[src/rtl/pcfs_pkg.sv]
// ----------------------------------------------------------------------------
// Frame statistics package
// Shared types, opcodes and constants for the per-channel frame statistics
// block.
// ----------------------------------------------------------------------------
package pcfs_pkg;

  // Default number of channel records
  localparam int unsigned CHANNEL_COUNT_DEF = 16;

  // Cleared value of every minimum field
  localparam logic [31:0] MIN_CLEAR32 = 32'h0000_0FFF;
  localparam logic [15:0] MIN_CLEAR16 = 16'h0FFF;

  // Operation codes on the input channel
  typedef enum logic [1:0] {
    OP_UPDATE       = 2'd0,
    OP_READ         = 2'd1,
    OP_CLEAR_ALL    = 2'd2,
    OP_CLEAR_GLOBAL = 2'd3
  } op_e;

  // Sequencer states
  typedef enum logic [3:0] {
    S_IDLE,
    S_LOAD,
    S_LAT,
    S_BYTES,
    S_FRAMES,
    S_KEY,
    S_LMAX,
    S_LMIN,
    S_WMAX,
    S_WMIN,
    S_HMAX,
    S_HMIN,
    S_GLOB,
    S_FINISH
  } state_e;

  // One channel record as stored in the record memory
  typedef struct packed {
    logic [31:0] bytes;
    logic [31:0] frames;
    logic [31:0] keys;
    logic [31:0] lat_max;
    logic [31:0] lat_min;
    logic [15:0] wid_max;
    logic [15:0] wid_min;
    logic [15:0] hgt_max;
    logic [15:0] hgt_min;
  } rec_t;

  localparam int unsigned REC_W = $bits(rec_t);

  // Record contents after a clear
  localparam rec_t REC_CLEAR = '{
    bytes:   32'd0,
    frames:  32'd0,
    keys:    32'd0,
    lat_max: 32'd0,
    lat_min: MIN_CLEAR32,
    wid_max: 16'd0,
    wid_min: MIN_CLEAR16,
    hgt_max: 16'd0,
    hgt_min: MIN_CLEAR16
  };

endpackage

[src/rtl/pcfs_ram.sv]
// ----------------------------------------------------------------------------
// Generic single-port-write RAM
// One write port and one read port, read data registered.
// ----------------------------------------------------------------------------
module pcfs_ram #(
  parameter int unsigned Width = 32,
  parameter int unsigned Depth = 16,
  localparam int unsigned AddrW = (Depth > 1) ? $clog2(Depth) : 1
) (
  input  logic             clk_i,
  input  logic             we_i,
  input  logic [AddrW-1:0] waddr_i,
  input  logic [Width-1:0] wdata_i,
  input  logic             re_i,
  input  logic [AddrW-1:0] raddr_i,
  output logic [Width-1:0] rdata_o
);

  logic [Width-1:0] mem_q [Depth];

  // Write port
  always_ff @(posedge clk_i) begin
    if (we_i) begin
      mem_q[waddr_i] <= wdata_i;
    end
  end

  // Registered read port
  always_ff @(posedge clk_i) begin
    if (re_i) begin
      rdata_o <= mem_q[raddr_i];
    end
  end

endmodule

[src/rtl/per_channel_frame_statistics.sv]
// ----------------------------------------------------------------------------
// Per-channel frame statistics
// Keeps byte, frame and key-frame counts and latency/width/height min and max
// per channel, plus a global frame count. One shared 32-bit add/subtract unit
// performs every sum and compare under a small sequencer.
// ----------------------------------------------------------------------------
//
//  Channel  | Handshake                  | Payload
//  ---------+----------------------------+-----------------------------------
//  input    | in_valid_i  / in_ready_o   | op_i, channel_i, data_size_i, ...
//  result   | res_valid_o / res_ready_i  | out_valid_o, bytes_sum_o, ...
//
//  Update of an in-range channel: record memory read, 11 steps of the shared
//  add/compare unit, then writeback, before the input is ready again.
//  Read of an in-range channel: record memory read, then result. Other ops and
//  out-of-range channels go straight to the final step.
//  Reset clears all live bits at once; no clearing pass. A record whose live
//  bit is low reads as the cleared record.
//  A held result does not block the next transfer in; only the final step
//  waits until the result register is free.
//
module per_channel_frame_statistics #(
  parameter int unsigned CHANNEL_COUNT = pcfs_pkg::CHANNEL_COUNT_DEF
) (
  input  logic        clk_i,
  input  logic        rst_ni,
  // input channel
  input  logic        in_valid_i,
  output logic        in_ready_o,
  input  logic [1:0]  op_i,
  input  logic [7:0]  channel_i,
  input  logic [31:0] data_size_i,
  input  logic        key_frame_i,
  input  logic [31:0] capture_time_i,
  input  logic [31:0] encode_time_i,
  input  logic [15:0] frame_width_i,
  input  logic [15:0] frame_height_i,
  // result channel
  output logic        res_valid_o,
  input  logic        res_ready_i,
  output logic        out_valid_o,
  output logic [31:0] bytes_sum_o,
  output logic [31:0] frames_sum_o,
  output logic [31:0] key_frames_sum_o,
  output logic [31:0] latency_high_o,
  output logic [31:0] latency_low_o,
  output logic [15:0] width_high_o,
  output logic [15:0] width_low_o,
  output logic [15:0] height_high_o,
  output logic [15:0] height_low_o,
  output logic [31:0] encoded_frames_sum_o
);

  import pcfs_pkg::*;

  localparam int unsigned AddrW = (CHANNEL_COUNT > 1) ? $clog2(CHANNEL_COUNT) : 1;

  // Control state
  state_e                   state_q, state_d;
  logic [CHANNEL_COUNT-1:0] live_q, live_d;
  logic [31:0]              glob_q, glob_d;
  logic                     res_valid_q, res_valid_d;

  // Working registers
  rec_t        rec_q, rec_d;
  logic [31:0] lat_q, lat_d;
  logic        rec_ok_q, rec_ok_d;

  // Captured input payload
  op_e              op_q;
  logic [AddrW-1:0] idx_q;
  logic [31:0]      size_q;
  logic             key_q;
  logic [31:0]      cap_q;
  logic [31:0]      enc_q;
  logic [15:0]      wid_q;
  logic [15:0]      hgt_q;

  // Result register
  logic        res_ok_q;
  rec_t        res_rec_q;
  logic [31:0] res_glob_q;

  // Memory and shared unit
  logic        ram_re, ram_we, out_load;
  rec_t        ram_rdata;
  logic [31:0] alu_a, alu_b;
  logic        alu_sub;
  logic [32:0] alu_sum;
  logic        alu_lt;

  logic in_xfer;
  logic ch_ok;
  logic op_hit;
  op_e  op_in;

  assign op_in      = op_e'(op_i);
  assign in_ready_o = (state_q == S_IDLE);
  assign in_xfer    = in_valid_i && in_ready_o;
  assign ch_ok      = ({1'b0, channel_i} < 9'(CHANNEL_COUNT));
  assign op_hit     = (op_in == OP_UPDATE) || (op_in == OP_READ);

  // Shared add/subtract unit; for a subtract, no carry means a < b
  assign alu_sum = {1'b0, alu_a} + {1'b0, (alu_sub ? ~alu_b : alu_b)} + 33'(alu_sub);
  assign alu_lt  = ~alu_sum[32];

  // Record memory
  pcfs_ram #(
    .Width (REC_W),
    .Depth (CHANNEL_COUNT)
  ) u_rec_ram (
    .clk_i   (clk_i),
    .we_i    (ram_we),
    .waddr_i (idx_q),
    .wdata_i (rec_q),
    .re_i    (ram_re),
    .raddr_i (channel_i[AddrW-1:0]),
    .rdata_o (ram_rdata)
  );

  // Sequencer: next state, unit operands and working register updates
  always_comb begin
    state_d  = state_q;
    live_d   = live_q;
    glob_d   = glob_q;
    rec_d    = rec_q;
    lat_d    = lat_q;
    rec_ok_d = rec_ok_q;
    ram_re   = 1'b0;
    ram_we   = 1'b0;
    out_load = 1'b0;
    alu_a    = 32'd0;
    alu_b    = 32'd0;
    alu_sub  = 1'b0;
    case (state_q)
      S_IDLE: begin
        if (in_valid_i) begin
          ram_re   = op_hit && ch_ok;
          rec_ok_d = op_hit && ch_ok;
          if (op_in == OP_CLEAR_ALL) begin
            live_d = '0;
          end
          if (op_in == OP_CLEAR_GLOBAL) begin
            glob_d = 32'd0;
          end
          state_d = (op_hit && ch_ok) ? S_LOAD : S_FINISH;
        end
      end
      S_LOAD: begin
        rec_d   = live_q[idx_q] ? ram_rdata : REC_CLEAR;
        state_d = (op_q == OP_READ) ? S_FINISH : S_LAT;
      end
      S_LAT: begin
        alu_a   = enc_q;
        alu_b   = cap_q;
        alu_sub = 1'b1;
        lat_d   = alu_sum[31:0];
        state_d = S_BYTES;
      end
      S_BYTES: begin
        alu_a       = rec_q.bytes;
        alu_b       = size_q;
        rec_d.bytes = alu_sum[31:0];
        state_d     = S_FRAMES;
      end
      S_FRAMES: begin
        alu_a        = rec_q.frames;
        alu_b        = 32'd1;
        rec_d.frames = alu_sum[31:0];
        state_d      = S_KEY;
      end
      S_KEY: begin
        alu_a      = rec_q.keys;
        alu_b      = {31'd0, key_q};
        rec_d.keys = alu_sum[31:0];
        state_d    = S_LMAX;
      end
      S_LMAX: begin
        alu_a   = rec_q.lat_max;
        alu_b   = lat_q;
        alu_sub = 1'b1;
        if (alu_lt) begin
          rec_d.lat_max = lat_q;
        end
        state_d = S_LMIN;
      end
      S_LMIN: begin
        alu_a   = lat_q;
        alu_b   = rec_q.lat_min;
        alu_sub = 1'b1;
        if (alu_lt) begin
          rec_d.lat_min = lat_q;
        end
        state_d = S_WMAX;
      end
      S_WMAX: begin
        alu_a   = {16'd0, rec_q.wid_max};
        alu_b   = {16'd0, wid_q};
        alu_sub = 1'b1;
        if (alu_lt) begin
          rec_d.wid_max = wid_q;
        end
        state_d = S_WMIN;
      end
      S_WMIN: begin
        alu_a   = {16'd0, wid_q};
        alu_b   = {16'd0, rec_q.wid_min};
        alu_sub = 1'b1;
        if (alu_lt) begin
          rec_d.wid_min = wid_q;
        end
        state_d = S_HMAX;
      end
      S_HMAX: begin
        alu_a   = {16'd0, rec_q.hgt_max};
        alu_b   = {16'd0, hgt_q};
        alu_sub = 1'b1;
        if (alu_lt) begin
          rec_d.hgt_max = hgt_q;
        end
        state_d = S_HMIN;
      end
      S_HMIN: begin
        alu_a   = {16'd0, hgt_q};
        alu_b   = {16'd0, rec_q.hgt_min};
        alu_sub = 1'b1;
        if (alu_lt) begin
          rec_d.hgt_min = hgt_q;
        end
        state_d = S_GLOB;
      end
      S_GLOB: begin
        alu_a   = glob_q;
        alu_b   = 32'd1;
        glob_d  = alu_sum[31:0];
        state_d = S_FINISH;
      end
      S_FINISH: begin
        // write back and hand off once the result register is free
        if (!res_valid_q || res_ready_i) begin
          out_load = 1'b1;
          ram_we   = (op_q == OP_UPDATE) && rec_ok_q;
          if ((op_q == OP_UPDATE) && rec_ok_q) begin
            live_d[idx_q] = 1'b1;
          end
          state_d = S_IDLE;
        end
      end
      default: begin
        state_d = S_IDLE;
      end
    endcase
  end

  // Result valid: set on load, dropped after transfer
  always_comb begin
    res_valid_d = res_valid_q;
    if (out_load) begin
      res_valid_d = 1'b1;
    end else if (res_ready_i) begin
      res_valid_d = 1'b0;
    end
  end

  // Control registers
  always_ff @(posedge clk_i or negedge rst_ni) begin
    if (!rst_ni) begin
      state_q     <= S_IDLE;
      live_q      <= '0;
      glob_q      <= 32'd0;
      res_valid_q <= 1'b0;
      rec_ok_q    <= 1'b0;
    end else begin
      state_q     <= state_d;
      live_q      <= live_d;
      glob_q      <= glob_d;
      res_valid_q <= res_valid_d;
      rec_ok_q    <= rec_ok_d;
    end
  end

  // Working and payload registers
  always_ff @(posedge clk_i) begin
    rec_q <= rec_d;
    lat_q <= lat_d;
    if (in_xfer) begin
      op_q   <= op_in;
      idx_q  <= channel_i[AddrW-1:0];
      size_q <= data_size_i;
      key_q  <= key_frame_i;
      cap_q  <= capture_time_i;
      enc_q  <= encode_time_i;
      wid_q  <= frame_width_i;
      hgt_q  <= frame_height_i;
    end
    if (out_load) begin
      res_ok_q   <= rec_ok_q;
      res_rec_q  <= rec_ok_q ? rec_q : '0;
      res_glob_q <= glob_q;
    end
  end

  // Result ports
  assign res_valid_o          = res_valid_q;
  assign out_valid_o          = res_ok_q;
  assign bytes_sum_o          = res_rec_q.bytes;
  assign frames_sum_o         = res_rec_q.frames;
  assign key_frames_sum_o     = res_rec_q.keys;
  assign latency_high_o       = res_rec_q.lat_max;
  assign latency_low_o        = res_rec_q.lat_min;
  assign width_high_o         = res_rec_q.wid_max;
  assign width_low_o          = res_rec_q.wid_min;
  assign height_high_o        = res_rec_q.hgt_max;
  assign height_low_o         = res_rec_q.hgt_min;
  assign encoded_frames_sum_o = res_glob_q;

  // Assertions
  a_we_only_update: assert property (@(posedge clk_i) disable iff (!rst_ni)
    ram_we |-> (state_q == S_FINISH) && (op_q == OP_UPDATE) && rec_ok_q)
    else $error("record write outside an in-range update");

  a_res_drops: assert property (@(posedge clk_i) disable iff (!rst_ni)
    res_valid_o && res_ready_i && !out_load |=> !res_valid_o)
    else $error("result valid held after transfer");

  a_clear_all: assert property (@(posedge clk_i) disable iff (!rst_ni)
    in_xfer && (op_in == OP_CLEAR_ALL) |=> (live_q == '0))
    else $error("live bits not cleared");

  a_clear_glob: assert property (@(posedge clk_i) disable iff (!rst_ni)
    in_xfer && (op_in == OP_CLEAR_GLOBAL) |=> (glob_q == 32'd0))
    else $error("global count not cleared");

  a_no_overrun: assert property (@(posedge clk_i) disable iff (!rst_ni)
    out_load |-> !res_valid_q || res_ready_i)
    else $error("result overwritten before transfer");

endmodule

[config.mk]
export PLATFORM = sky130hd
export DESIGN_NAME = per_channel_frame_statistics
export DESIGN_NICKNAME = d
export VERILOG_FILES = /design/src/rtl/pcfs_pkg.sv /design/src/rtl/pcfs_ram.sv /design/src/rtl/per_channel_frame_statistics.sv
export SDC_FILE = /design/constraint.sdc
export NUM_CORES = 2
export LEC_CHECK = 0
export ABC_AREA = 1
export BUFFER_PORTS_ARGS = -buffer_cell sky130_fd_sc_hd__buf_2
export CELL_PAD_IN_SITES_DETAIL_PLACEMENT = 0
export CELL_PAD_IN_SITES_GLOBAL_PLACEMENT = 2
export CORE_ASPECT_RATIO = 1.5
export CORE_MARGIN = 2
export CORE_UTILIZATION = 35
export DETAILED_ROUTE_END_ITERATION = 16
export PLACE_DENSITY_LB_ADDON = 0.1
export SLEW_MARGIN = 20
export SYNTH_ARGS = -nofsm -noshare
export SYNTH_HDL_FRONTEND = slang
export SYNTH_SLANG_ARGS = --single-unit
[constraint.sdc]
create_clock -name clk_i -period 36.9 [get_ports clk_i]
set_clock_uncertainty 0.2 [all_clocks]
set_input_delay 9.225 -clock clk_i [delete_from_list [all_inputs] [get_ports clk_i]]
set_output_delay 9.225 -clock clk_i [all_outputs]
set_load 0.02 [all_outputs]
* Word-level counts from Yosys, hierarchy flattened
Memories as Yosys holds them, arrays and structs flattened. A register that Yosys moved wholly into a read port is not among the register bits.
Cells that the tools add are included.
** Word-level totals
- Bits of input ports :: 143
- Bits in latches :: 0
- Flip-flop bits (word level) :: 702
- Memories :: 1
- RAM bits :: 3584
- Memory bits (read-only) :: 0
- Logic and storage cells :: 148
** Memory list
- u_rec_ram.mem_q :: words 16, width 224, read ports 1, clocked after memory_dff 1, wr ports 1, line pcfs_ram.sv:19 : logic [Width-1:0] mem_q [Depth];
** Cells by class
- Equality and inequality tests :: 28
- Reductions and logical operators :: 34
- Multiply operators :: 0
- Bitwise logic cells :: 2
- Magnitude comparators :: 3
- Divide/modulo/power cells :: 0
- Add/sub/neg operators :: 2
- Multiplexer cells :: 44
- Shift operators :: 0
** Operators by type and width (count)
- one-hot mux 32 bit (2 select lines) :: 6
- one-hot mux 32 bit (11 select lines) :: 1
- one-hot mux 32 bit (10 select lines) :: 1
- two-way mux 224 bit :: 1
- one-hot mux 16 bit (2 select lines) :: 5
- two-way mux 32 bit :: 4
- two-way mux 16 bit :: 6
- one-hot mux 4 bit (14 select lines) :: 1
- adder 32 x 32 -> 33 bit :: 1
- adder 33 x 1 -> 33 bit :: 1
- NOT 32 bit :: 1
- == test 4 bit, second input constant :: 6
- nonzero test 2 bit :: 12
- != test 2 bit, second input constant :: 9
- == test 4 x 3 -> 1 bit, second input constant :: 4
- two-way mux 4 bit :: 4
- OR 16 bit :: 1
- AND reduction 2 bit :: 8
- two-way mux 1 bit :: 13
- == test 4 x 2 -> 1 bit, second input constant :: 2
- < comparator 8 x 5 -> 1 bit, second input constant :: 1
- OR reduction 7 bit :: 1
- < comparator 4 x 5 -> 1 bit, second input constant :: 1
- AND reduction 5 bit :: 1
- 14 further kinds :: 22

* Depth between registers and ports, before layout
- Depth in word-level cells :: 9
- Gate-level depth with buffers :: 24
- Depth with buffers taken out :: 24

* Modules after synthesis
A second synthesis with hierarchy kept.
** Unflattened totals
- Cell total of the unflattened synthesis :: 16608
- Area, all modules :: 187103.2 µm²
** By module, submodules not included
- pcfs_ram :: seq. area each 114349.7 µm², times used 1, area an instance 155664.3 µm², cells each 13602
- per_channel_frame_statistics :: seq. area each 20810.0 µm², times used 1, area an instance 31438.9 µm², cells each 3006

* Worst setup path after synthesis
OpenSTA, ideal clock, no wires.
- Path type :: input-to-reg
- From :: input res_ready_i
- To :: memory u_rec_ram.mem_q[0][0] in the netlist's numbering, enable pin
- Required time :: 35343 ps
- Arrival :: 42408 ps
- Setup time :: 1357 ps
- Path buffers :: 0
- Setup slack :: -7065 ps
- Cell stages on the path :: 4
- Cell sequence :: nor2_1 nor2_1 nand2_1 nor4_1
** On the way
- Longest elaborated chain between the ends :: 5
** RTL lines
- start: declaration :: line per_channel_frame_statistics.sv:40 : input logic res_ready_i,
- logical OR 1 bit :: line per_channel_frame_statistics.sv:240 : if (!res_valid_q || res_ready_i) begin
- two-way mux 1 bit :: line per_channel_frame_statistics.sv:240
- two-way mux 1 bit :: line per_channel_frame_statistics.sv:135 : case (state_q)
- two-way mux 1 bit :: line pcfs_ram.sv:23 : if (we_i) begin
- two-way mux 1 bit (not written as such) :: line pcfs_ram.sv:24 : mem_q[waddr_i] <= wdata_i;
- end: declaration :: line pcfs_ram.sv:19
Every way passes these cells.

* Worst setup path after layout
- From :: input res_ready_i
- To :: memory u_rec_ram.mem_q[1][124] in the netlist's numbering, enable pin
The elaborated chain is that of the path after synthesis.

==> results by group <==
Worst hold path
  • Hold path start: glob_q[24]$_DFFE_PN0P_
  • Kind of path behind the tightest hold check: flip-flop to flip-flop

GRT
  • Number of antenna violations at the first check in global routing: 37
  • Global-route wire length before repair: 934,000 um
  • Global-route usage over all layers: 0.262
  • Pin count of the biggest net entering global routing: 174
  • Number of global-route vias before repair: 111,584
  • Aggregate global routing overflow: 0

Clock tree
  • CTS tree: done
  • Number of levels in the clock H-tree: 5
  • Total CTS buffers: 451
  • Clk sink count: 4,510
  • Clock tree buffer depth: 4
  • Clk Latency, worst-skew pair: 1.06 ns
  • Post-CTS setup repair buffer count: 0
  • Buffer cell driving the clock tree root: sky130_fd_sc_hd__clkbuf_16
  • Quantity of hold-fixing buffers added after cts: 0
  • Number of gates resized after cts: 0
  • CTS clock-pin slew for the worst setup and hold paths: 0.06 ns

STA
  • Minimum setup slack in the final design: 23.04 ns
  • Transition time of the tightest slew-check pin: 1.36 ns
  • Period minus WS final: 13.86 ns
  • Max-slew violation count: 0
  • Rel. slew slack: 0.0912
  • Final total negative setup slack: 0 ns
  • Setup violators final: 0
  • Hold Violations, Final: 0
  • Ratio of final minimum period to clock period: 0.376
  • Setup repair after global routing missed its margin: no
  • Peak clock frequency supported by timing: 72.2 MHz

Critical path
  • Worst path cell trace: buf_2 -> nor2_1 -> nor2_4 -> buf_12 -> nand2_1 -> nor2_4 -> buf_4 -> buf_4 -> buf_4
  • Startpoint-to-endpoint class of the critical path: input port to flip-flop
  • Master of the slowest instance on the critical path: sky130_fd_sc_hd__nor2_4
  • Delay of the slowest critical-path stage: 0.96 ns
  • Data required time of the worst path: 37.35 ns
  • Critical path startpoint: res_ready_i
  • Buffer and inverter count on the worst path: 5
  • Cell family with the largest share of critical-path delay: buffers and inverters
  • Setup crit end kind: flip-flop
  • Arrival time worst endpoint: 14.31 ns
  • CP Max Fanout: 99
  • Reg2reg start: state_q[3]$_DFFE_PN0P_
  • Crit start category: input port
  • Top cell by count, worst path: sky130_fd_sc_hd__buf_4

Die
  • Initial standard-cell utilization of the core: 0.351
  • Total die area: 507,000 um2
  • Die Y: 871 um
  • Rows: 318
  • Area of the core: 499,000 um2
  • I/O pin count: 402
  • Die Width: 582 um

Power and ir drop
  • Power density of the placed cells: 72.6 nW/um2
  • Maximum vdd drop: 0.0000765 V
  • Leak Pwr: 65.8 nW

Routing
  • Vias per std cell: 5.71
  • Residual DRC count: 0
  • Violation count after the first detailed-route iteration: 12,938
  • Antenna-violating nets left: 0
  • Iteration count of the initial detailed-routing pass: 6
  • Final routed wire length divided by cell count: 34.1 um
  • Routed vias: 114,488
  • Final routed wirelength across all metal layers: 684,000 um

Job
  • Number of violations of the max-capacitance limit: 0

Yosys
  • Main area contributors after synthesis: sky130_fd_sc_hd__edfxtp_1, sky130_fd_sc_hd__o21ai_0, sky130_fd_sc_hd__nor2_1
  • Count of flip-flops with a built-in enable after synthesis: 4,456
  • Proportion of register bits with asynchronous set or reset after synthesis: 0.0120
  • Most numerous cell in the Yosys netlist: sky130_fd_sc_hd__edfxtp_1
  • Gate count of the mapped netlist: 12,871
  • Mapped Avg Cell Area: 13.6 um2
  • Synth Flop Type: sky130_fd_sc_hd__edfxtp_1
  • Commonest cells post-synth: sky130_fd_sc_hd__edfxtp_1, sky130_fd_sc_hd__o21ai_0, sky130_fd_sc_hd__nor2_1
  • Area share of the leading cell type in the synthesized netlist: 0.763
  • Seq cells post-synth: 4,510
  • Proportion of synthesized chip area in sequential cells: 0.771
  • Total number of yosys warnings: 0
  • Count of unique library cells instantiated by Yosys: 52
  • Mapped Area: 175,000 um2
  • Net count after synthesis: 13,046
  • Biggest area consumer among synthesized cells: sky130_fd_sc_hd__edfxtp_1

Placed design
  • Worst Setup Slack post-DPL: 21.96 ns
  • Final GP Congestion: 0.838
  • Number of I/O port buffers: 401
  • Cell Area, Placed: 185,000 um2
  • DPL Wire Length: 383,000 um

Cells and area
  • Largest registers: u_rec_ram.mem_q x3584, rec_q x224, u_rec_ram.rdata_o x224
  • Area grow syn2layout: 13.9%
  • Fraction of final layout cells with drive strength greater than 1: 0.104
  • Number of nets in the final layout: 13,292
  • Number of flip-flops under the largest register name: 3,584
  • Most flop-heavy register: u_rec_ram.mem_q
  • Area of all placed cells without fillers: 200,000 um2

Status
  • Status: finished, final reports clean
==> area by class of cell <==
class	count	area, um2
Inverter	413	1600
Tap cell	6560	8210
Sequential cell	4510	135000
Fill cell	46438	300000
Clock buffer	560	11900
Multi-Input combinational cell	7067	35600
Clock inverter	264	2550
Antenna cell	12	30.0
Timing Repair Buffer	674	4610
==> routing by layer <==
| metal | vias to the layer above | track usage | part of all wire |
|---|---|---|---|
| li1 | 48678 | - | - |
| met1 | 60426 | 0.351 | 0.42 |
| met2 | 4484 | 0.438 | 0.48 |
| met3 | 892 | 0.0362 | 0.062 |
| met4 | 8 | 0.0859 | 0.036 |
| met5 | - | 0 | 0.000070 |
==> layout by cell type (no fill, tap or decap), types with 10 or more instances in the layout <==
| cell type | Yosys | layout |
|---|---|---|
| sky130_fd_sc_hd__diode_2 | 0 | 12 |
| sky130_fd_sc_hd__ha_1 | 31 | 31 |
| sky130_fd_sc_hd__o221ai_1 | 363 | 363 |
| sky130_fd_sc_hd__o21ai_0 | 2173 | 2173 |
| sky130_fd_sc_hd__nand3_1 | 363 | 363 |
| sky130_fd_sc_hd__dfrtp_1 | 54 | 53 |
| sky130_fd_sc_hd__a22o_1 | 19 | 19 |
| sky130_fd_sc_hd__or2_2 | 11 | 11 |
| sky130_fd_sc_hd__nor2_4 | 1 | 19 |
| sky130_fd_sc_hd__nand2_1 | 955 | 950 |
| sky130_fd_sc_hd__clkbuf_1 | 816 | 91 |
| sky130_fd_sc_hd__a221oi_1 | 51 | 51 |
| sky130_fd_sc_hd__o22ai_1 | 603 | 603 |
| sky130_fd_sc_hd__clkinv_2 | 0 | 87 |
| sky130_fd_sc_hd__mux2i_1 | 29 | 29 |
| sky130_fd_sc_hd__buf_12 | 0 | 39 |
| sky130_fd_sc_hd__clkinvlp_4 | 0 | 13 |
| sky130_fd_sc_hd__clkinv_1 | 4 | 104 |
| sky130_fd_sc_hd__nand4_1 | 19 | 19 |
| sky130_fd_sc_hd__and2_1 | 10 | 10 |
| sky130_fd_sc_hd__clkbuf_16 | 0 | 456 |
| sky130_fd_sc_hd__a211oi_1 | 14 | 12 |
| sky130_fd_sc_hd__buf_4 | 0 | 232 |
| sky130_fd_sc_hd__edfxtp_1 | 4456 | 4456 |
| sky130_fd_sc_hd__clkbuf_8 | 0 | 13 |
| sky130_fd_sc_hd__buf_2 | 25 | 396 |
| sky130_fd_sc_hd__o211ai_1 | 158 | 158 |
| sky130_fd_sc_hd__a32o_1 | 20 | 20 |
| sky130_fd_sc_hd__a21oi_1 | 71 | 70 |
| sky130_fd_sc_hd__nor2_1 | 2048 | 2034 |
| sky130_fd_sc_hd__inv_1 | 405 | 395 |
| sky130_fd_sc_hd__nor3_1 | 17 | 10 |
| sky130_fd_sc_hd__bufinv_16 | 0 | 40 |
| sky130_fd_sc_hd__o32ai_1 | 17 | 17 |
==> logic make-up (layout without fill, tap and decap cells) <==
logic type | count (synthesis) | after routing | share of synthesized area
compound gates | 3541 | 3541 | 0.119
xor+xnor | 15 | 15 | 0.000920
fa+ha+maj | 32 | 32 | 0.00233
buf+inv | 1294 | 1911 | 0.0279
flops | 4510 | 4510 | 0.771
mux | 29 | 29 | 0.00166
other cells | 0 | 12 | 0
simple gates | 3450 | 3450 | 0.0776
==> power by group <==
group | internal, mW | switching [mW] | total, mW
Clock | 2.57 | 2.04 | 4.61
Combinational | 0.548 | 2.28 | 2.83
Sequential | 6.38 | 0.682 | 7.06
==> final timing paths <==
| kind | end | slack, ns | cells past startpoint |
|---|---|---|---|
| min in group asynchronous | glob_q[4]$_DFFE_PN0P_ | 8.09 | 1 |
| worst max-delay path | u_rec_ram.mem_q[1][124]$_DFFE_PP_ | 23.04 | 9 |
| worst min-delay path | encoded_frames_sum_o[24]$_DFFE_PP_ | 0.29 | 0 |
| worst max register to register | rec_q[26]$_DFFE_PP_ | 28.38 | 20 |
| worst min register to register | encoded_frames_sum_o[24]$_DFFE_PP_ | 0.29 | 0 |
| max in group asynchronous | rec_ok_q$_DFFE_PN0P_ | 26.94 | 2 |
==> through the flow <==
stage / instances / total power [mW] / util / hold slack, ns
global route: 20049 / 14.9 / 0.400 / 0.300
detailed placement: 19224 / 9.97 / 0.371 / 0.280
global placement: 19220 / 9.94 / 0.371 / 0.275
CTS: 20048 / 14.6 / 0.400 / 0.282
finish: 20060 / 14.5 / 0.400 / 0.289
floorplan: 12871 / 7.97 / - / 0.223
No activity file was read; power rests on OpenSTA's default activity.
